### config.mk
export PLATFORM = sky130hd
export DESIGN_NAME = utf16_byte_stream_decoder
export DESIGN_NICKNAME = d
export VERILOG_FILES = /design/src/rtl/core/u16bsd_pkg.sv /design/src/rtl/core/u16bsd_front.sv /design/src/rtl/core/u16bsd_queue.sv /design/src/rtl/core/u16bsd_back.sv /design/src/rtl/core/utf16_byte_stream_decoder.sv
export VERILOG_INCLUDE_DIRS = /design/src /design/src/rtl/core
export SDC_FILE = /design/constraint.sdc
export NUM_CORES = 1
export LEC_CHECK = 0
export BUFFER_PORTS_ARGS = -buffer_cell sky130_fd_sc_hd__buf_4
export CAP_MARGIN = 5
export CORE_MARGIN = 1
export CORE_UTILIZATION = 55
export CTS_CLUSTER_DIAMETER = 40
export CTS_CLUSTER_SIZE = 16
export DETAILED_ROUTE_END_ITERATION = 10
export PLACE_DENSITY_LB_ADDON = 0.3
export SLEW_MARGIN = 25
export SYNTH_ARGS = -nofsm -noshare
export SYNTH_HDL_FRONTEND = slang
export SYNTH_HIERARCHICAL = 1
export SYNTH_SLANG_ARGS = --single-unit
export TNS_END_PERCENT = 20
### constraint.sdc
create_clock -name clk -period 4.4 [get_ports clk]
set_clock_uncertainty 0.2 [all_clocks]
set_input_delay 0.44 -clock clk [delete_from_list [all_inputs] [get_ports clk]]
set_output_delay 0.44 -clock clk [all_outputs]
set_load 0.02 [all_outputs]
### src/rtl/core/utf16_byte_stream_decoder_macros.svh
// Assertion macros shared by the UTF-16 byte stream decoder modules.
// Depends on a clock named clk and a reset named rst in the using module.
`ifndef UTF16_BYTE_STREAM_DECODER_MACROS_SVH
`define UTF16_BYTE_STREAM_DECODER_MACROS_SVH

// Check a property on every clock edge outside reset.
`define U16BSD_ASSERT(label, prop, msg) \
  label: assert property (@(posedge clk) disable iff (rst) (prop)) else $error(msg);

// Check a property on every clock edge, reset included.
`define U16BSD_ASSERT_ALWAYS(label, prop, msg) \
  label: assert property (@(posedge clk) (prop)) else $error(msg);

`endif

### src/rtl/core/u16bsd_pkg.sv
// Shared types and constants of the UTF-16 byte stream decoder.
// No dependencies; used by front, queue, back and top level.
`timescale 1ns / 1ps

package u16bsd_pkg;

  localparam int COUNT_BITS = 24;
  localparam int CP_BITS    = 21;
  localparam int SLOTS      = 3;

  localparam int SLOT_A    = 0;
  localparam int SLOT_B    = 1;
  localparam int SLOT_TERM = 2;

  localparam int QUEUE_DEPTH = 4;
  localparam int QPTR_BITS   = $clog2(QUEUE_DEPTH);

  localparam logic [5:0]          HIGH_TAG  = 6'b110110;
  localparam logic [5:0]          LOW_TAG   = 6'b110111;
  localparam logic [CP_BITS-1:0]  SUPP_BASE = 21'h10000;
  localparam logic [COUNT_BITS-1:0] COUNT_MAX = {COUNT_BITS{1'b1}};

  typedef struct packed {
    logic [SLOTS-1:0]   slots;
    logic [CP_BITS-1:0] cp_a;
    logic [CP_BITS-1:0] cp_b;
  } entry_t;

  typedef struct packed {
    logic   valid;
    entry_t entry;
  } push_t;

  typedef struct packed {
    logic   valid;
    entry_t entry;
  } head_t;

endpackage

### src/rtl/core/u16bsd_front.sv
// Front end: pairs bytes into code units, matches surrogates, builds queue entries.
// Depends on u16bsd_pkg and the assertion macros header.
`timescale 1ns / 1ps
`include "utf16_byte_stream_decoder_macros.svh"

module u16bsd_front (
  input  logic                clk,
  input  logic                rst,
  input  logic                s_tvalid,
  output logic                s_tready,
  input  logic [7:0]          s_tdata,  // [7:0] data_byte
  input  logic                s_tlast,  // end_of_text
  input  logic                cfg_wr_en,
  input  logic                cfg_wr_data,
  input  logic                q_full,
  output u16bsd_pkg::push_t   push
);

  logic       big_endian;
  logic [7:0] held_byte;
  logic       byte_waiting;
  logic [9:0] high_bits;
  logic       high_waiting;

  logic [7:0] held_byte_next;
  logic       byte_waiting_next;
  logic [9:0] high_bits_next;
  logic       high_waiting_next;

  logic        accept;
  logic [15:0] unit;
  logic        is_high;
  logic        is_low;
  logic        pair;
  logic        unit_out;
  logic [9:0]  hb_mid;
  logic        hw_mid;
  u16bsd_pkg::entry_t entry;

  assign s_tready = !q_full;
  assign accept   = s_tvalid && s_tready;

  assign unit    = big_endian ? {held_byte, s_tdata} : {s_tdata, held_byte};
  assign is_high = (unit[15:10] == u16bsd_pkg::HIGH_TAG);
  assign is_low  = (unit[15:10] == u16bsd_pkg::LOW_TAG);
  assign pair    = byte_waiting && high_waiting && is_low;

  assign unit_out = byte_waiting && !pair && !is_high;
  assign hb_mid   = (byte_waiting && !pair && is_high) ? unit[9:0] : high_bits;
  assign hw_mid   = byte_waiting ? (!pair && is_high) : high_waiting;

  always_comb begin
    entry = '0;
    if (pair) begin
      entry.slots[u16bsd_pkg::SLOT_A] = 1'b1;
      entry.cp_a = u16bsd_pkg::SUPP_BASE + {1'b0, high_bits, unit[9:0]};
    end else if (byte_waiting && high_waiting) begin
      entry.slots[u16bsd_pkg::SLOT_A] = 1'b1;
      entry.cp_a = {5'd0, u16bsd_pkg::HIGH_TAG, high_bits};
    end
    if (unit_out) begin
      entry.slots[u16bsd_pkg::SLOT_B] = 1'b1;
      entry.cp_b = {5'd0, unit};
    end else if (s_tlast && hw_mid) begin
      entry.slots[u16bsd_pkg::SLOT_B] = 1'b1;
      entry.cp_b = {5'd0, u16bsd_pkg::HIGH_TAG, hb_mid};
    end
    entry.slots[u16bsd_pkg::SLOT_TERM] = s_tlast;
  end

  assign push.valid = accept && (entry.slots != '0);
  assign push.entry = entry;

  always_comb begin
    held_byte_next    = byte_waiting ? held_byte : s_tdata;
    byte_waiting_next = !byte_waiting;
    high_bits_next    = hb_mid;
    high_waiting_next = hw_mid;
    if (s_tlast) begin
      held_byte_next    = '0;
      byte_waiting_next = 1'b0;
      high_bits_next    = '0;
      high_waiting_next = 1'b0;
    end
  end

  always_ff @(posedge clk) begin
    if (rst) begin
      big_endian   <= 1'b0;
      held_byte    <= '0;
      byte_waiting <= 1'b0;
      high_bits    <= '0;
      high_waiting <= 1'b0;
    end else begin
      if (cfg_wr_en) begin
        big_endian <= cfg_wr_data;
      end
      if (accept) begin
        held_byte    <= held_byte_next;
        byte_waiting <= byte_waiting_next;
        high_bits    <= high_bits_next;
        high_waiting <= high_waiting_next;
      end
    end
  end

  `U16BSD_ASSERT(a_text_end_clears, accept && s_tlast |=> !byte_waiting && !high_waiting, "front state not cleared after end of text")

endmodule

### src/rtl/core/u16bsd_queue.sv
// Short entry queue between front and back end.
// Depends on u16bsd_pkg and the assertion macros header.
`timescale 1ns / 1ps
`include "utf16_byte_stream_decoder_macros.svh"

module u16bsd_queue (
  input  logic               clk,
  input  logic               rst,
  input  u16bsd_pkg::push_t  push,
  output logic               full,
  output u16bsd_pkg::head_t  head,
  input  logic               pop
);

  u16bsd_pkg::entry_t store [u16bsd_pkg::QUEUE_DEPTH];

  logic [u16bsd_pkg::QPTR_BITS-1:0] wr_ptr;
  logic [u16bsd_pkg::QPTR_BITS-1:0] rd_ptr;
  logic [u16bsd_pkg::QPTR_BITS:0]   fill;
  logic                             do_pop;

  assign full       = (fill == (u16bsd_pkg::QPTR_BITS + 1)'(u16bsd_pkg::QUEUE_DEPTH));
  assign head.valid = (fill != '0);
  assign head.entry = store[rd_ptr];
  assign do_pop     = pop && head.valid;

  always_ff @(posedge clk) begin
    if (push.valid) begin
      store[wr_ptr] <= push.entry;
    end
  end

  always_ff @(posedge clk) begin
    if (rst) begin
      wr_ptr <= '0;
      rd_ptr <= '0;
      fill   <= '0;
    end else begin
      if (push.valid) begin
        wr_ptr <= wr_ptr + 1'b1;
      end
      if (do_pop) begin
        rd_ptr <= rd_ptr + 1'b1;
      end
      if (push.valid && !do_pop) begin
        fill <= fill + 1'b1;
      end else if (!push.valid && do_pop) begin
        fill <= fill - 1'b1;
      end
    end
  end

  `U16BSD_ASSERT(a_no_overflow, full |-> !push.valid, "queue written while full")

endmodule

### src/rtl/core/u16bsd_back.sv
// Back end: walks the result slots of each queue entry, keeps the character count,
// and holds the output register. Depends on u16bsd_pkg and the assertion macros header.
`timescale 1ns / 1ps
`include "utf16_byte_stream_decoder_macros.svh"

module u16bsd_back (
  input  logic               clk,
  input  logic               rst,
  input  u16bsd_pkg::head_t  head,
  output logic               pop,
  output logic               m_tvalid,
  input  logic               m_tready,
  output logic [47:0]        m_tdata,  // [20:0] code_point, [44:21] chars_written, pad
  output logic               m_tlast   // is_terminator
);

  logic [u16bsd_pkg::SLOTS-1:0]      consumed;
  logic [u16bsd_pkg::COUNT_BITS-1:0] char_total;
  logic [u16bsd_pkg::CP_BITS-1:0]    code_point;
  logic [u16bsd_pkg::COUNT_BITS-1:0] chars_written;

  logic [u16bsd_pkg::SLOTS-1:0]      remaining;
  logic [u16bsd_pkg::SLOTS-1:0]      pick;
  logic                              entry_done;
  logic                              load;
  logic [u16bsd_pkg::CP_BITS-1:0]    cp_sel;
  logic [u16bsd_pkg::COUNT_BITS-1:0] count_inc;

  assign remaining  = head.entry.slots & ~consumed;
  assign pick       = remaining & (~remaining + 1'b1);
  assign entry_done = ((remaining & ~pick) == '0);
  assign load       = head.valid && (!m_tvalid || m_tready);
  assign pop        = load && entry_done;

  always_comb begin
    cp_sel = '0;
    if (pick[u16bsd_pkg::SLOT_A]) begin
      cp_sel = head.entry.cp_a;
    end else if (pick[u16bsd_pkg::SLOT_B]) begin
      cp_sel = head.entry.cp_b;
    end
  end

  assign count_inc = (char_total == u16bsd_pkg::COUNT_MAX) ? char_total
                                                           : char_total + 1'b1;

  always_ff @(posedge clk) begin
    if (rst) begin
      consumed   <= '0;
      char_total <= '0;
      m_tvalid   <= 1'b0;
    end else begin
      if (load) begin
        consumed <= entry_done ? '0 : (consumed | pick);
        m_tvalid <= 1'b1;
        if (pick[u16bsd_pkg::SLOT_TERM]) begin
          char_total <= '0;
        end else begin
          char_total <= count_inc;
        end
      end else if (m_tready) begin
        m_tvalid <= 1'b0;
      end
    end
  end

  always_ff @(posedge clk) begin
    if (load) begin
      code_point    <= cp_sel;
      m_tlast       <= pick[u16bsd_pkg::SLOT_TERM];
      chars_written <= pick[u16bsd_pkg::SLOT_TERM] ? char_total : count_inc;
    end
  end

  assign m_tdata = {3'd0, chars_written, code_point};

  `U16BSD_ASSERT(a_term_resets_count, load && pick[u16bsd_pkg::SLOT_TERM] |=> char_total == '0, "count not cleared after terminator")
  `U16BSD_ASSERT(a_consumed_in_entry, head.valid |-> (consumed & ~head.entry.slots) == '0, "slot walk left the head entry")
  `U16BSD_ASSERT(a_one_slot, head.valid |-> $onehot0(pick), "more than one slot picked")

endmodule

### src/rtl/core/utf16_byte_stream_decoder.sv
// UTF-16 byte stream to code point decoder, top level.
// A byte completing a result has its entry written into the queue, and the back end then
// loads that result from the queue head into the output register.
// One byte per cycle is taken while the queue is not full; one result per cycle leaves the
// output register while m_tready is high; a byte can yield up to 3 results, the four-entry
// queue absorbing bursts. Reset (rst, synchronous) clears byte order, pairing, queue, count.
`timescale 1ns / 1ps

module utf16_byte_stream_decoder (
  input  logic        clk,
  input  logic        rst,
  input  logic        s_tvalid,
  output logic        s_tready,
  input  logic [7:0]  s_tdata,   // [7:0] data_byte
  input  logic        s_tlast,   // end_of_text
  output logic        m_tvalid,
  input  logic        m_tready,
  output logic [47:0] m_tdata,   // [20:0] code_point, [44:21] chars_written, [47:45] zero
  output logic        m_tlast,   // is_terminator
  input  logic        cfg_wr_en,
  input  logic        cfg_wr_data  // big_endian
);

  u16bsd_pkg::push_t push;
  u16bsd_pkg::head_t head;
  logic              q_full;
  logic              pop;

  u16bsd_front u_front (
    .clk         (clk),
    .rst         (rst),
    .s_tvalid    (s_tvalid),
    .s_tready    (s_tready),
    .s_tdata     (s_tdata),
    .s_tlast     (s_tlast),
    .cfg_wr_en   (cfg_wr_en),
    .cfg_wr_data (cfg_wr_data),
    .q_full      (q_full),
    .push        (push)
  );

  u16bsd_queue u_queue (
    .clk  (clk),
    .rst  (rst),
    .push (push),
    .full (q_full),
    .head (head),
    .pop  (pop)
  );

  u16bsd_back u_back (
    .clk      (clk),
    .rst      (rst),
    .head     (head),
    .pop      (pop),
    .m_tvalid (m_tvalid),
    .m_tready (m_tready),
    .m_tdata  (m_tdata),
    .m_tlast  (m_tlast)
  );

endmodule

==> metrics.yaml <==
status: "completed"
detail_route.drc_violations: 0
grt_use_total_pct: 22.6
placed_cell_area_mm2: 0.0127
ys_types: 74
clk-insertion-delay-late_ns: 0.51
vias: 7261
cts.sinks: 284
n_fill_cell: 1473
fin_ws_ns: 0.583
synth_cells: 804
ctsHtreeMaxLevel: 2
core.rowCount: 53
cts_made_buffers: 36
rsz_0062_raised_after_global_routing: "no"
post-cts-setup-buffer-count: 0
first_global_vias: 7196
initial_core_util_pct: 56.8
die-width_um: 151
worstPathArrival_ns: 4.06
drtIter0Drc: 582
router_iterations_before_antenna_repair: 5
maxClockFrequency_mhz: 262
post_cts_hold_buffer_count: 7
min_path_type: "in2reg"
avgRoutedWirePerCell_um: 20.8
area.growth.synth_to_final_pct: 16.1
drv_cap: 0
crit_path_start_kind: "register"
route.detailed.vias_per_inst: 6.17
tmin_final_ns: 3.82
timing.setup.critical_path_class: "reg2reg"
synth.area.top_cells: "edfxtp_1, dfxtp_1, mux4_2"
multi_input_comb_area_mm2: 0.00377
port_buffers: 62
fin_tns_setup_ns: 0
synth.yosys.seq_area_share_pct: 65.5
yosys.area.top_type_share_pct: 55.9
grt_max_degree: 53
edff_count_synth: 226
timing.max_slew.rel_slack_pct: 33.7
clkSlewWorstSetupHoldPaths_ns: 0.06
grt.overflow.total: 0
synth.avg_cell_area_um2: 15.1
final-hold-violation-count: 0
place_worst_setup_slack_ns: 0.660
cts_tree: "done"
die_area_mm2: 0.0227
synth.largest_area_cell: "edfxtp_1"
drt.antenna.violating_nets: 0
worst_setup_path_end_kind: "register"
max-vdd-ir-drop_mv: 0.466
finish.cell_count_without_fillers: 1176
asyncSetResetFlopFracSynth_pct: 0
place.detailed.hpwl_um: 15000
ff_latch_area_mm2: 0.00795
num_antenna_cells: 0
grt_first_pass_wirelength_um: 38600
finalSetupViolCount: 0
clock_tree.buffer_depth: 3
core_area_mm2: 0.0214
synth_seq_cells: 284
commonest_cells_in_the_synthesized_netlist: "edfxtp_1, dfxtp_1, nor2_1, nand2_1, mux4_2"
min_period_over_period_pct: 86.7
finalPower_mw: 8.74
finalHoldWorstSlack_ns: 0.0132
place.gp.congestion: 0.867
die_h_um: 151
static-leakage-power_nw: 4.89
timing.critical_path.fanout_max: 21
io_pins: 66
synthMostInstantiatedCell: "edfxtp_1"
powerDensity_mw_per_mm2: 620
finalMaxSlewViolations: 0
utilization_pct: 66.0
finalWirelength_um: 24400
cts_root_buf: "clkbuf_16"
placed_cells_incl_taps: 1103
tightestPinTransition_ns: 0.993
fin_nets: 896
antenna_violations_before_repair: 0
final_layout_size_suffix_gt1_share_pct: 23.9
worstPathRequired_ns: 4.64
ctsResizeCount: 0
ys.flop_type: "edfxtp_1"
post_synth_instance_area_mm2: 0.0121
yosysWarningCount: 6
final_area_mm2: 0.0141
## final timing paths
| check | start | endpoint | slack [ns] | cells past startpoint |
|---|---|---|---|---|
| max reg2reg | u_front/big_endian | u_queue/fill[2] | 0.58 | 11 |
| min reg2reg | u_back/consumed[2] | u_back/consumed[2] | 0.28 | 1 |
| max | u_front/big_endian | u_queue/fill[2] | 0.58 | 11 |
| min | s_tdata[5] | u_front/held_byte[5] | 0.01 | 3 |
## cell families after synthesis
family,Yosys count,share of synthesized area [%]
AO/OA/AOI/OAI,142,8.34
XOR/XNOR,30,2.17
adder cells (fa/ha/maj),8,0.887
buffers and inverters,73,3.73
flip-flops,284,65.5
multiplexers,68,10.5
other,2,0.0619
AND/OR/NAND/NOR,197,8.81
## registers in the layout, indices dropped and copies added, names as in the netlist, 2 cells and up, named ones only
register,flops
u_queue/store,180
u_front/held_byte,8
u_back/code_point,21
u_back/chars_written,24
u_back/char_total,24
u_front/high_bits,10
u_queue/wr_ptr,2
u_queue/rd_ptr,2
u_queue/fill,3
u_back/consumed,3
## cells in the final DEF (no fill, tap or decap), types with 19 or more instances in the layout
cell,instances
clkbuf_16,38
nand2_1,48
a22o_1,21
buf_4,70
o21ai_0,27
mux4_2,40
dfxtp_1,56
nor2_1,51
edfxtp_1,226
mux2i_1,19
## worst max-delay path, stage by stage (launching register included)
cell and delay (ns):
dfxtp_1 0.97, nor2b_1 0.15, nand4b_1 0.22, a211o_1 0.18, nand2_1 0.14, a21oi_1 0.51, ha_1 0.28, inv_1 0.06
fa_1 0.37, xor2_1 0.19, or3_1 0.33, a21oi_1 0.14
## report_power, final
group | switching (mW) | internal [mW] | leakage, nW
logic | 1.24 | 0.843 | 1.60
registers | 0.185 | 3.39 | 2.66
clock network | 1.17 | 1.91 | 0.630
## routing by layer
layer / track usage, % / vias to the layer above / wire length (um)
li1: - / 3260 / -
met3: 3.33 / 59 / 1580
met5: 0 / - / 0
met4: 7.88 / 0 / 578
met1: 29.4 / 3645 / 9870
met2: 38.7 / 297 / 12400
## area by class of cell
| type | count | area share [%] |
|---|---|---|
| clock buffer | 41 | 6.83 |
| clock inverter | 25 | 2.31 |
| timing repair buffer | 81 | 4.79 |
| tap | 275 | 2.44 |
| inverter | 17 | 0.453 |
| sequential | 284 | 56.4 |
| multi-input combinational | 453 | 26.8 |
Note: power is estimated with default switching activity, not from simulation.
